`src/rtl/llb_pkg.sv`:
```
// ----------------------------------------------------------------------------
// Lagrange line basis package
// Shared widths, request type, state encodings and node helper.
// ----------------------------------------------------------------------------
`default_nettype none

package llb_pkg;

  localparam int X_W      = 20;
  localparam int ORD_W    = 4;
  localparam int RES_W    = 32;
  localparam int RES_FRAC = 24;
  localparam int ACC_W    = 35;

  localparam logic signed [ACC_W-1:0] ACC_MAX = 35'sd8589934592;
  localparam logic signed [ACC_W-1:0] ACC_MIN = -35'sd8589934592;

  typedef struct packed {
    logic signed [X_W-1:0] x;
    logic                  deriv;
    logic [ORD_W-1:0]      order;
  } item_t;

  typedef enum logic [2:0] {
    B_IDLE,
    B_ROW,
    B_SETUP,
    B_GO,
    B_WAIT,
    B_UPDATE,
    B_EMIT
  } back_state_t;

  typedef enum logic [2:0] {
    M_IDLE,
    M_MUL_LO,
    M_MUL_HI,
    M_BIAS,
    M_DIV,
    M_DONE
  } mdr_state_t;

  typedef enum logic [1:0] {
    OP_V,
    OP_G,
    OP_D
  } op_t;

  // Node k scaled by the order: 0, p, then k-1.
  function automatic logic [ORD_W-1:0] node_scaled(input logic [ORD_W:0] k,
                                                   input logic [ORD_W-1:0] p);
    logic [ORD_W-1:0] r;
    if (k == '0) begin
      r = '0;
    end else if (k == (ORD_W+1)'(1)) begin
      r = p;
    end else begin
      r = ORD_W'(k - (ORD_W+1)'(1));
    end
    return r;
  endfunction

endpackage

`default_nettype wire

```
`src/rtl/llb_front.sv`:
```
// ----------------------------------------------------------------------------
// Lagrange line basis front end
// Holds the order register, accepts requests and clamps their order.
// ----------------------------------------------------------------------------
`default_nettype none

module llb_front #(
  parameter int MAX_ORDER = 8
) (
  input  logic                           clk,
  input  logic                           rst,
  input  logic                           start,
  output logic                           busy,
  input  logic signed [llb_pkg::X_W-1:0] point_x,
  input  logic                           want_derivative,
  input  logic                           cfg_valid,
  output logic                           cfg_ready,
  input  logic [llb_pkg::ORD_W-1:0]      cfg_data,
  input  logic                           q_full,
  output logic                           push,
  output llb_pkg::item_t                 push_item
);

  logic [llb_pkg::ORD_W-1:0] poly_order;

  always_ff @(posedge clk) begin
    if (rst) begin
      poly_order <= llb_pkg::ORD_W'(1);
    end else if (cfg_valid && cfg_ready) begin
      poly_order <= cfg_data;
    end
  end

  assign cfg_ready = 1'b1;
  assign busy      = q_full;
  assign push      = start && !q_full;

  always_comb begin
    push_item.x     = point_x;
    push_item.deriv = want_derivative;
    if (poly_order > MAX_ORDER) begin
      push_item.order = llb_pkg::ORD_W'(MAX_ORDER);
    end else begin
      push_item.order = poly_order;
    end
  end

endmodule

`default_nettype wire

```
`src/rtl/llb_queue.sv`:
```
// ----------------------------------------------------------------------------
// Lagrange line basis request queue
// Two-entry queue between the front end and the evaluation sequencer.
// ----------------------------------------------------------------------------
`default_nettype none

module llb_queue (
  input  logic           clk,
  input  logic           rst,
  input  logic           push,
  input  llb_pkg::item_t push_item,
  input  logic           pop,
  output logic           full,
  output logic           empty,
  output llb_pkg::item_t head
);

  llb_pkg::item_t slots [2];
  logic           wr_ptr;
  logic           rd_ptr;
  logic [1:0]     count;

  always_ff @(posedge clk) begin
    if (push) begin
      slots[wr_ptr] <= push_item;
    end
  end

  always_ff @(posedge clk) begin
    if (rst) begin
      wr_ptr <= 1'b0;
      rd_ptr <= 1'b0;
      count  <= 2'd0;
    end else begin
      if (push) begin
        wr_ptr <= ~wr_ptr;
      end
      if (pop) begin
        rd_ptr <= ~rd_ptr;
      end
      count <= 2'(count + {1'b0, push} - {1'b0, pop});
    end
  end

  assign full  = (count == 2'd2);
  assign empty = (count == 2'd0);
  assign head  = slots[rd_ptr];

endmodule

`default_nettype wire

```
`src/rtl/llb_mdr.sv`:
```
// ----------------------------------------------------------------------------
// Lagrange line basis multiply-divide-round unit
// Computes round(a * m / den) with ties away from zero over several cycles.
// ----------------------------------------------------------------------------
`default_nettype none

module llb_mdr #(
  parameter int N_W = 26,
  parameter int XF  = 16,
  localparam int DIV_W = ((llb_pkg::ACC_W + N_W + 1 + 7) / 8) * 8,
  localparam int Q_W   = DIV_W + 1
) (
  input  logic                             clk,
  input  logic                             rst,
  input  logic                             go,
  input  logic signed [llb_pkg::ACC_W-1:0] a,
  input  logic signed [N_W-1:0]            m,
  input  logic [llb_pkg::ORD_W-1:0]        d,
  input  logic                             scaled,
  output logic                             done,
  output logic signed [Q_W-1:0]            q
);

  localparam int AW    = llb_pkg::ACC_W;
  localparam int LO_W  = AW / 2;
  localparam int HI_W  = AW - LO_W;
  localparam int P_W   = AW + N_W;
  localparam int STEPS = DIV_W / 8;
  localparam int SC_W  = $clog2(STEPS);

  llb_pkg::mdr_state_t state, state_next;

  logic [AW-1:0]                 amag;
  logic [N_W-1:0]                mmag;
  logic                          neg;
  logic [llb_pkg::ORD_W-1:0]     dd;
  logic                          sc;
  logic [LO_W+N_W-1:0]           plo;
  logic [HI_W+N_W-1:0]           phi;
  logic [DIV_W-1:0]              tq;
  logic [llb_pkg::ORD_W-1:0]     rem;
  logic [SC_W-1:0]               step;

  logic [HI_W-1:0]               mul_in;
  logic [HI_W+N_W-1:0]           prod;
  logic [P_W-1:0]                pfull;
  logic [P_W:0]                  biased;
  logic [DIV_W-1:0]              tq_step;
  logic [llb_pkg::ORD_W-1:0]     rem_step;
  logic signed [Q_W-1:0]         qmag;

  always_comb begin
    state_next = state;
    case (state)
      llb_pkg::M_IDLE:   if (go) state_next = llb_pkg::M_MUL_LO;
      llb_pkg::M_MUL_LO: state_next = llb_pkg::M_MUL_HI;
      llb_pkg::M_MUL_HI: state_next = llb_pkg::M_BIAS;
      llb_pkg::M_BIAS:   state_next = llb_pkg::M_DIV;
      llb_pkg::M_DIV:    if (step == SC_W'(STEPS - 1)) state_next = llb_pkg::M_DONE;
      llb_pkg::M_DONE:   state_next = llb_pkg::M_IDLE;
      default:           state_next = llb_pkg::M_IDLE;
    endcase
  end

  always_comb begin
    qmag = $signed({1'b0, tq});
    done = (state == llb_pkg::M_DONE);
    q    = neg ? -qmag : qmag;
  end

  always_comb begin
    if (state == llb_pkg::M_MUL_LO) begin
      mul_in = HI_W'(amag[LO_W-1:0]);
    end else begin
      mul_in = amag[AW-1:LO_W];
    end
    prod  = (HI_W+N_W)'(mul_in) * (HI_W+N_W)'(mmag);
    pfull = {phi, {LO_W{1'b0}}} + P_W'(plo);
    if (sc) begin
      biased = ((P_W+1)'(pfull) + ((P_W+1)'(dd) << (XF - 1))) >> XF;
    end else begin
      biased = (P_W+1)'(pfull) + (P_W+1)'(dd >> 1);
    end
  end

  always_comb begin
    logic [llb_pkg::ORD_W:0] r5;
    logic [llb_pkg::ORD_W-1:0] r;
    logic [DIV_W-1:0] t;
    r = rem;
    t = tq;
    for (int k = 0; k < 8; k++) begin
      r5 = {r, t[DIV_W-1]};
      t  = {t[DIV_W-2:0], 1'b0};
      if (r5 >= {1'b0, dd}) begin
        r5   = r5 - {1'b0, dd};
        t[0] = 1'b1;
      end
      r = r5[llb_pkg::ORD_W-1:0];
    end
    tq_step  = t;
    rem_step = r;
  end

  always_ff @(posedge clk) begin
    if (rst) begin
      state <= llb_pkg::M_IDLE;
    end else begin
      state <= state_next;
    end
  end

  always_ff @(posedge clk) begin
    case (state)
      llb_pkg::M_IDLE: begin
        if (go) begin
          amag <= a[AW-1] ? AW'(-a) : AW'(a);
          mmag <= m[N_W-1] ? N_W'(-m) : N_W'(m);
          neg  <= a[AW-1] ^ m[N_W-1];
          dd   <= d;
          sc   <= scaled;
        end
      end
      llb_pkg::M_MUL_LO: plo <= prod[LO_W+N_W-1:0];
      llb_pkg::M_MUL_HI: phi <= prod;
      llb_pkg::M_BIAS: begin
        tq   <= DIV_W'(biased);
        rem  <= '0;
        step <= '0;
      end
      llb_pkg::M_DIV: begin
        tq   <= tq_step;
        rem  <= rem_step;
        step <= SC_W'(step + 1'b1);
      end
      default: begin
      end
    endcase
  end

endmodule

`default_nettype wire

```
`src/rtl/llb_back.sv`:
```
// ----------------------------------------------------------------------------
// Lagrange line basis evaluation sequencer
// Walks basis and node indexes, applies the product rule, emits results.
// ----------------------------------------------------------------------------
`default_nettype none

module llb_back #(
  parameter int X_FRAC_BITS = 16
) (
  input  logic                             clk,
  input  logic                             rst,
  input  logic                             q_empty,
  input  llb_pkg::item_t                   head,
  output logic                             pop,
  output logic                             result_valid,
  output logic [llb_pkg::ORD_W-1:0]        basis_index,
  output logic signed [llb_pkg::RES_W-1:0] basis_result,
  output logic                             last
);

  localparam int OW    = llb_pkg::ORD_W;
  localparam int AW    = llb_pkg::ACC_W;
  localparam int XB_W  = (llb_pkg::X_W > X_FRAC_BITS + 1) ? llb_pkg::X_W : X_FRAC_BITS + 1;
  localparam int N_W   = XB_W + OW + 2;
  localparam int DIV_W = ((AW + N_W + 1 + 7) / 8) * 8;
  localparam int Q_W   = DIV_W + 1;

  localparam logic signed [AW-1:0] R_MAX =
    $signed({{(AW-llb_pkg::RES_W+1){1'b0}}, {(llb_pkg::RES_W-1){1'b1}}});
  localparam logic signed [AW-1:0] R_MIN =
    $signed({{(AW-llb_pkg::RES_W+1){1'b1}}, {(llb_pkg::RES_W-1){1'b0}}});

  llb_pkg::back_state_t state, state_next;
  llb_pkg::item_t       cur;
  llb_pkg::op_t         op;

  logic [OW-1:0]          i;
  logic [OW:0]            j;
  logic signed [N_W-1:0]  nreg;
  logic signed [N_W-1:0]  pnreg;
  logic [OW-1:0]          dreg;
  logic signed [AW-1:0]   v;
  logic signed [AW-1:0]   g;
  logic signed [Q_W-1:0]  t0;
  logic signed [Q_W-1:0]  t1;
  logic signed [Q_W-1:0]  t2;

  logic                   mdr_go;
  logic                   mdr_done;
  logic signed [AW-1:0]   mdr_a;
  logic signed [N_W-1:0]  mdr_m;
  logic                   mdr_scaled;
  logic signed [Q_W-1:0]  mdr_q;

  logic [OW-1:0]          ti;
  logic [OW-1:0]          tj;
  logic signed [OW+1:0]   dsig;
  logic signed [N_W-1:0]  px;
  logic signed [N_W-1:0]  tjs;
  logic signed [N_W-1:0]  nraw;
  logic signed [N_W-1:0]  pos_p;
  logic signed [Q_W:0]    gsum;
  logic signed [AW-1:0]   rsel;
  logic                   row_end;
  logic                   skip_j;

  function automatic logic signed [AW-1:0] clamp_acc(input logic signed [Q_W:0] val);
    logic signed [AW-1:0] r;
    if (val > (Q_W+1)'(llb_pkg::ACC_MAX)) begin
      r = llb_pkg::ACC_MAX;
    end else if (val < (Q_W+1)'(llb_pkg::ACC_MIN)) begin
      r = llb_pkg::ACC_MIN;
    end else begin
      r = AW'(val);
    end
    return r;
  endfunction

  always_comb begin
    ti    = llb_pkg::node_scaled({1'b0, i}, cur.order);
    tj    = llb_pkg::node_scaled(j, cur.order);
    dsig  = $signed({2'b00, ti}) - $signed({2'b00, tj});
    px    = N_W'($signed({1'b0, cur.order})) * N_W'(cur.x);
    tjs   = N_W'($signed({1'b0, tj}));
    nraw  = px - (tjs <<< X_FRAC_BITS);
    pos_p = N_W'($signed({1'b0, cur.order}));
    gsum  = (Q_W+1)'(t1) + (Q_W+1)'(t2);
    rsel  = cur.deriv ? g : v;
    row_end = (j > {1'b0, cur.order});
    skip_j  = (j == {1'b0, i});
  end

  always_comb begin
    state_next = state;
    case (state)
      llb_pkg::B_IDLE:   if (!q_empty) state_next = llb_pkg::B_ROW;
      llb_pkg::B_ROW:    state_next = llb_pkg::B_SETUP;
      llb_pkg::B_SETUP: begin
        if (row_end) begin
          state_next = llb_pkg::B_EMIT;
        end else if (!skip_j) begin
          state_next = llb_pkg::B_GO;
        end
      end
      llb_pkg::B_GO:     state_next = llb_pkg::B_WAIT;
      llb_pkg::B_WAIT: begin
        if (mdr_done) begin
          state_next = (op == llb_pkg::OP_D) ? llb_pkg::B_UPDATE : llb_pkg::B_GO;
        end
      end
      llb_pkg::B_UPDATE: state_next = llb_pkg::B_SETUP;
      llb_pkg::B_EMIT: begin
        state_next = (i == cur.order) ? llb_pkg::B_IDLE : llb_pkg::B_ROW;
      end
      default:           state_next = llb_pkg::B_IDLE;
    endcase
  end

  always_comb begin
    pop        = (state == llb_pkg::B_IDLE) && !q_empty;
    mdr_go     = (state == llb_pkg::B_GO);
    mdr_a      = (op == llb_pkg::OP_G) ? g : v;
    mdr_m      = (op == llb_pkg::OP_D) ? pnreg : nreg;
    mdr_scaled = (op != llb_pkg::OP_D);
  end

  always_ff @(posedge clk) begin
    if (rst) begin
      state        <= llb_pkg::B_IDLE;
      result_valid <= 1'b0;
    end else begin
      state        <= state_next;
      result_valid <= (state == llb_pkg::B_EMIT);
    end
  end

  always_ff @(posedge clk) begin
    case (state)
      llb_pkg::B_IDLE: begin
        if (!q_empty) begin
          cur <= head;
          i   <= '0;
        end
      end
      llb_pkg::B_ROW: begin
        v <= AW'(1) <<< llb_pkg::RES_FRAC;
        g <= '0;
        j <= '0;
      end
      llb_pkg::B_SETUP: begin
        if (!row_end) begin
          if (skip_j) begin
            j <= (OW+1)'(j + 1'b1);
          end else begin
            op <= llb_pkg::OP_V;
            if (dsig < 0) begin
              dreg  <= OW'(-dsig);
              nreg  <= -nraw;
              pnreg <= -pos_p;
            end else begin
              dreg  <= OW'(dsig);
              nreg  <= nraw;
              pnreg <= pos_p;
            end
          end
        end
      end
      llb_pkg::B_WAIT: begin
        if (mdr_done) begin
          case (op)
            llb_pkg::OP_V: begin
              t0 <= mdr_q;
              op <= llb_pkg::OP_G;
            end
            llb_pkg::OP_G: begin
              t1 <= mdr_q;
              op <= llb_pkg::OP_D;
            end
            default: t2 <= mdr_q;
          endcase
        end
      end
      llb_pkg::B_UPDATE: begin
        v <= clamp_acc((Q_W+1)'(t0));
        g <= clamp_acc(gsum);
        j <= (OW+1)'(j + 1'b1);
      end
      llb_pkg::B_EMIT: begin
        basis_index <= i;
        last        <= (i == cur.order);
        if (rsel > R_MAX) begin
          basis_result <= llb_pkg::RES_W'(R_MAX);
        end else if (rsel < R_MIN) begin
          basis_result <= llb_pkg::RES_W'(R_MIN);
        end else begin
          basis_result <= llb_pkg::RES_W'(rsel);
        end
        i <= OW'(i + 1'b1);
      end
      default: begin
      end
    endcase
  end

  llb_mdr #(
    .N_W (N_W),
    .XF  (X_FRAC_BITS)
  ) u_mdr (
    .clk    (clk),
    .rst    (rst),
    .go     (mdr_go),
    .a      (mdr_a),
    .m      (mdr_m),
    .d      (dreg),
    .scaled (mdr_scaled),
    .done   (mdr_done),
    .q      (mdr_q)
  );

endmodule

`default_nettype wire

```
`src/rtl/lagrange_line_basis_eval_core.sv`:
```
// Each point is evaluated row by row; each factor of a row takes three multiply-divide-round
// operations plus a setup and an update state.
// A two-entry request queue lets start be taken while a point is being evaluated.
// Results come one at a time with result_valid; the receiver cannot stall them.
// Synchronous reset clears the queue and sequencer and sets the order register to 1.
// ----------------------------------------------------------------------------
// Lagrange line basis evaluator
// Emits Lagrange basis values or derivatives on the reference line.
// ----------------------------------------------------------------------------
`default_nettype none

module lagrange_line_basis_eval_core #(
  parameter int MAX_ORDER   = 8,
  parameter int X_FRAC_BITS = 16
) (
  input  logic                             clk,
  input  logic                             rst,
  input  logic                             start,
  output logic                             busy,
  input  logic signed [llb_pkg::X_W-1:0]   point_x,
  input  logic                             want_derivative,
  input  logic                             cfg_valid,
  output logic                             cfg_ready,
  input  logic [llb_pkg::ORD_W-1:0]        cfg_data,
  output logic                             result_valid,
  output logic [llb_pkg::ORD_W-1:0]        basis_index,
  output logic signed [llb_pkg::RES_W-1:0] basis_result,
  output logic                             last
);

  logic           q_full;
  logic           q_empty;
  logic           push;
  logic           pop;
  llb_pkg::item_t push_item;
  llb_pkg::item_t head;

  llb_front #(
    .MAX_ORDER (MAX_ORDER)
  ) u_front (
    .clk             (clk),
    .rst             (rst),
    .start           (start),
    .busy            (busy),
    .point_x         (point_x),
    .want_derivative (want_derivative),
    .cfg_valid       (cfg_valid),
    .cfg_ready       (cfg_ready),
    .cfg_data        (cfg_data),
    .q_full          (q_full),
    .push            (push),
    .push_item       (push_item)
  );

  llb_queue u_queue (
    .clk       (clk),
    .rst       (rst),
    .push      (push),
    .push_item (push_item),
    .pop       (pop),
    .full      (q_full),
    .empty     (q_empty),
    .head      (head)
  );

  llb_back #(
    .X_FRAC_BITS (X_FRAC_BITS)
  ) u_back (
    .clk          (clk),
    .rst          (rst),
    .q_empty      (q_empty),
    .head         (head),
    .pop          (pop),
    .result_valid (result_valid),
    .basis_index  (basis_index),
    .basis_result (basis_result),
    .last         (last)
  );

endmodule

`default_nettype wire

```
`config.mk`:
```
export PLATFORM = sky130hd
export DESIGN_NAME = lagrange_line_basis_eval_core
export DESIGN_NICKNAME = d
export VERILOG_FILES = /design/src/rtl/llb_pkg.sv /design/src/rtl/llb_front.sv /design/src/rtl/llb_queue.sv /design/src/rtl/llb_mdr.sv /design/src/rtl/llb_back.sv /design/src/rtl/lagrange_line_basis_eval_core.sv
export SDC_FILE = /design/constraint.sdc
export NUM_CORES = 2
export LEC_CHECK = 0
export ABC_AREA = 1
export BUFFER_PORTS_ARGS = -buffer_cell sky130_fd_sc_hd__buf_2
export CELL_PAD_IN_SITES_DETAIL_PLACEMENT = 2
export CELL_PAD_IN_SITES_GLOBAL_PLACEMENT = 2
export CORE_ASPECT_RATIO = 1.75
export CORE_UTILIZATION = 35
export CTS_CLUSTER_SIZE = 16
export DETAILED_ROUTE_END_ITERATION = 7
export PLACE_DENSITY = 0.8
export SLEW_MARGIN = 15
export SYNTH_ARGS = -nofsm -noshare
export SYNTH_HDL_FRONTEND = slang
export SYNTH_SLANG_ARGS = --single-unit
```
`constraint.sdc`:
```
create_clock -name clk -period 10.7 [get_ports clk]
set_input_delay 1.07 -clock clk [delete_from_list [all_inputs] [get_ports clk]]
set_output_delay 1.07 -clock clk [all_outputs]
set_load 0.02 [all_outputs]
```
==> flow_summary_export.csv <==
group,metric,value,unit
global_routing,grt.total_usage,30.0,%
die,chipWidth,310,um
logic_synthesis,synth_cell_types,68,
drt,vias_per_cell,5.38,
placement,dpl.hpwl,204000,um
critical_path,cp.arrival,10.69,ns
clock_tree,root_buffer,"clkbuf_16",
cells_and_area,fillers,18493,
sta,fin_setup_tns,0,ns
logic_synthesis,netlist_instances,6964,
drt,drc,0,
sta,setup-violations-final,0,
clock_tree,cts_buffer_depth,3,
logic_synthesis,synthArstFlopShare,0,%
logic_synthesis,synthXorXnorAreaFrac,5.21,%
logic_synthesis,yosysSeqAreaShare,34.0,%
logic_synthesis,synth_nets,7756,
critical_path,reg2reg_to,"u_back.u_mdr.tq[0]$_DFFE_PP_",
drt,drtIter0Drc,2165,
critical_path,end_kind,"flop",
logic_synthesis,synth_top_family_by_area,"adder cells",
logic_synthesis,yosys_warnings,0,
drt,wl_per_cell,26.8,um
logic_synthesis,synthAdderAreaFrac,22.0,%
die,die_area,168000,um2
clock_tree,clk_pin_slew,0.06,ns
clock_tree,cts.sinks,665,
sta,period_needed,10.27,ns
clock_tree,cts_tree,"done",
critical_path,r2r_cells,70,
logic_synthesis,synth-compound-area-share,8.25,%
global_routing,overflow,0,
sta,fin_worst_skew,0.0385,ns
drt,ant_nets,0,
clock_tree,htreeDepth,3,
logic_synthesis,syn_avg_cell_area,8.37,um2
placement,portBuffers,67,
sta,final_max_slew_viol_count,0,
run_status,outcome,"finished, final reports clean",
die,ios,69,
critical_path,max_stage_delay,0.42,ns
global_routing,antenna_found_initial,7,
sta,finalCritPeriodShare,96.0,%
critical_path,path_class,"reg -> reg",
placement,place.gp.congestion,1.00,
die,core-area,165000,um2
critical_path,startpoint_type,"flop",
logic_synthesis,synthSimpleGateAreaFrac,21.2,%
logic_synthesis,synthFlopType,"edfxtp_1",
run,drv_cap,0,
logic_synthesis,synth_edf_count,650,
clock_tree,cts-buffers-inserted,71,
sta,slew_headroom,13.2,%
global_routing,grt_max_degree,72,
cells_and_area,fin_nets,7871,
drt,vias,50201,
logic_synthesis,ys_ff_latch,665,
die,start_util,35.3,%
logic_synthesis,synth.area.mux_share,0,%
critical_path,r2r_slack,0.43,ns
global_routing,grt_pass1_vias,58736,
die,std_cell_rows,197,
cells_and_area,area_growth,10.6,%
clock_tree,clk_latency,0.69,ns
sta,max_slew.worst_pin.slew,1.30,ns
hold_path,hp-start,"u_back.dreg[2]$_DFFE_PP_",
global_routing,grt_pass1_wl,370000,um
hold_path,worstHoldEndpoint,"u_back.u_mdr.dd[2]$_DFFE_PP_",
sta,hold_viol_final,0,
critical_path,worstReg2RegStart,"u_back.u_mdr.dd[3]$_DFFE_PP_",
cells_and_area,final_core_util,39.1,%
clock_tree,cts_hold_buf,0,
hold_path,whs_path_depth,0,
drt,routed_wl,249000,um
die,die_h,542,um
sta,fmax,97.4,MHz
cells_and_area,drive_gt1_share,7.92,%
logic_synthesis,syn_area,58300,um2
critical_path,cp.required,11.12,ns
hold_path,min_path_type,"reg -> reg",
drt,drtPass1Iterations,5,
critical_path,cp_slowest_cell,"edfxtp_1",
critical_path,critPathMaxFanout,7,
[layout make-up]
| cell class | count | area, um2 | area share, % |
|---|---|---|---|
| clock buffer | 83 | 1840 | 2.86 |
| inverter | 1265 | 4750 | 7.38 |
| multi-input combinational | 4867 | 33400 | 51.9 |
| timing repair buffer | 209 | 1410 | 2.19 |
| sequential | 665 | 19800 | 30.7 |
| tap | 2189 | 2740 | 4.25 |
| clock inverter | 43 | 445 | 0.691 |
| antenna | 4 | 10.0 | 0.0155 |
[per-stage QoR]
step,std cells,setup WS (ns),hold WS (ns),instance area [um2]
2_1_floorplan,6964,0.0152,0.400,58300
3_3_place_gp,9161,-0.0902,0.454,61600
3_5_place_dp,9161,-0.462,0.448,61600
4_1_cts,9296,0.0120,0.458,64000
5_1_grt,9323,-0.189,0.480,64500
6_report,9325,0.429,0.456,64500
[flip-flops by register name, indices dropped and copies added, names as in the netlist, 26 cells and up]
signal and flops:
u_back.u_mdr.amag 35, u_back.t2 65, u_back.u_mdr.tq 64, u_back.t0 65, u_back.u_mdr.phi 44, u_back.u_mdr.plo 43
u_back.g 35, u_back.u_mdr.mmag 26, u_queue.slots 50, u_back.v 35, u_back.nreg 26, u_back.t1 65
u_back.basis_result 32
[cells in the mapped netlist (7+ instances only)]
| library cell | number | area (um2) |
|---|---|---|
| o21ai_2 | 11 | 96.3 |
| o21ai_0 | 298 | 1490 |
| nor4_1 | 37 | 231 |
| fa_1 | 439 | 8790 |
| a31oi_1 | 30 | 188 |
| dfxtp_1 | 15 | 300 |
| o211ai_1 | 48 | 360 |
| nor3_1 | 94 | 470 |
| nand3_1 | 242 | 1210 |
| o22ai_1 | 9 | 56.3 |
| o21a_1 | 7 | 52.6 |
| nor2_1 | 734 | 2760 |
| or2_2 | 29 | 181 |
| o21ai_1 | 24 | 120 |
| a21oi_1 | 333 | 1670 |
| nand4_1 | 87 | 544 |
| nor3_2 | 10 | 100 |
| a211oi_1 | 7 | 52.6 |
| and3_1 | 8 | 50.1 |
| inv_2 | 8 | 30.0 |
| nand2_1 | 1535 | 5760 |
| xor2_1 | 216 | 1890 |
| inv_1 | 1250 | 4690 |
| o21bai_1 | 12 | 90.1 |
| edfxtp_1 | 650 | 19500 |
| nand3_2 | 7 | 70.1 |
| a22oi_1 | 11 | 82.6 |
| clkbuf_1 | 135 | 507 |
| nand3b_1 | 18 | 135 |
| o31ai_1 | 14 | 105 |
| clkinv_1 | 7 | 26.3 |
| xor2_2 | 8 | 130 |
| ha_1 | 324 | 4050 |
| a21o_1 | 16 | 120 |
| nand2_2 | 28 | 175 |
| buf_1 | 23 | 86.3 |
| xnor2_1 | 116 | 1020 |
| nor2_2 | 53 | 332 |
| o221ai_1 | 9 | 78.8 |
[timing repair]
action,CTS,global route
gates resized for setup,11,44
setup buffers,9,25
hold endpoints to repair,0,0
pin swaps,7,26
endpoints found under the setup margin,5,5
[cell usage in the layout, fill, tap and decap left out, drive strengths merged, types with 7 or more instances in the layout]
cell type	netlist	layout
o211ai	49	49
a21oi	340	340
bufinv	0	7
buf	32	209
a22oi	11	11
xor2	224	224
o221ai	9	9
o21ai	333	333
clkbuf	135	83
fa	439	439
inv	1258	1261
or2	30	30
o22ai	9	9
ha	324	324
nor4	39	39
nand3	255	255
o31ai	14	14
a31oi	30	30
nand4	87	87
o21a	7	7
nor3	104	104
a211oi	8	8
a21o	16	16
edfxtp	650	650
o21bai	12	12
clkinv	7	34
and3	8	8
nor2	793	793
nand2	1569	1569
dfxtp	15	15
xnor2	116	116
nand3b	18	18
[layer usage]
metal | wire length (um) | share of wire (%) | track usage [%]
met1 | 77100 | 31 | 26.1
met2 | 137000 | 55 | 57.7
met3 | 7920 | 3.2 | 4.27
met4 | 27000 | 11 | 27.3
met5 | 34 | 0.014 | 0
[cell families after synthesis]
family	after synthesis
other	1
flip-flops	665
AND/OR/NAND/NOR	2909
AO/OA/AOI/OAI	854
XOR/XNOR	340
adder cells (fa/ha/maj)	763
buffers and inverters	1432
[critical path: cells and delay by family (launching register included)]
kind / cells / cell delay (ns)
flip-flops: 1 / 0.42
buffers and inverters: 14 / 1.53
adder cells (fa/ha/maj): 8 / 2.02
AND/OR/NAND/NOR: 32 / 3.42
AO/OA/AOI/OAI: 16 / 2.64
[how the worst max path moves through the flow]
| stage | from | to | slack (ns) |
|---|---|---|---|
| 6_report | u_back.u_mdr.dd[3]$_DFFE_PP_ | u_back.u_mdr.tq[0]$_DFFE_PP_ | 0.43 |
| 5_1_grt | u_back.u_mdr.dd[3]$_DFFE_PP_ | u_back.u_mdr.tq[0]$_DFFE_PP_ | -0.19 |
| 3_3_place_gp | u_back.u_mdr.dd[2]$_DFFE_PP_ | u_back.u_mdr.rem[1]$_SDFFCE_PN0P_ | -0.09 |
| 3_5_place_dp | u_back.u_mdr.dd[2]$_DFFE_PP_ | u_back.u_mdr.rem[1]$_SDFFCE_PN0P_ | -0.46 |
| 2_1_floorplan | u_back.u_mdr.dd[1]$_DFFE_PP_ | u_back.u_mdr.rem[1]$_SDFFCE_PN0P_ | 0.02 |
| 4_1_cts | u_back.u_mdr.dd[2]$_DFFE_PP_ | u_back.u_mdr.rem[1]$_SDFFCE_PN0P_ | 0.01 |
Power is left out: the tool's default activity adds up to more than one toggle a clock period on the data nets, which glitch-free logic cannot reach.
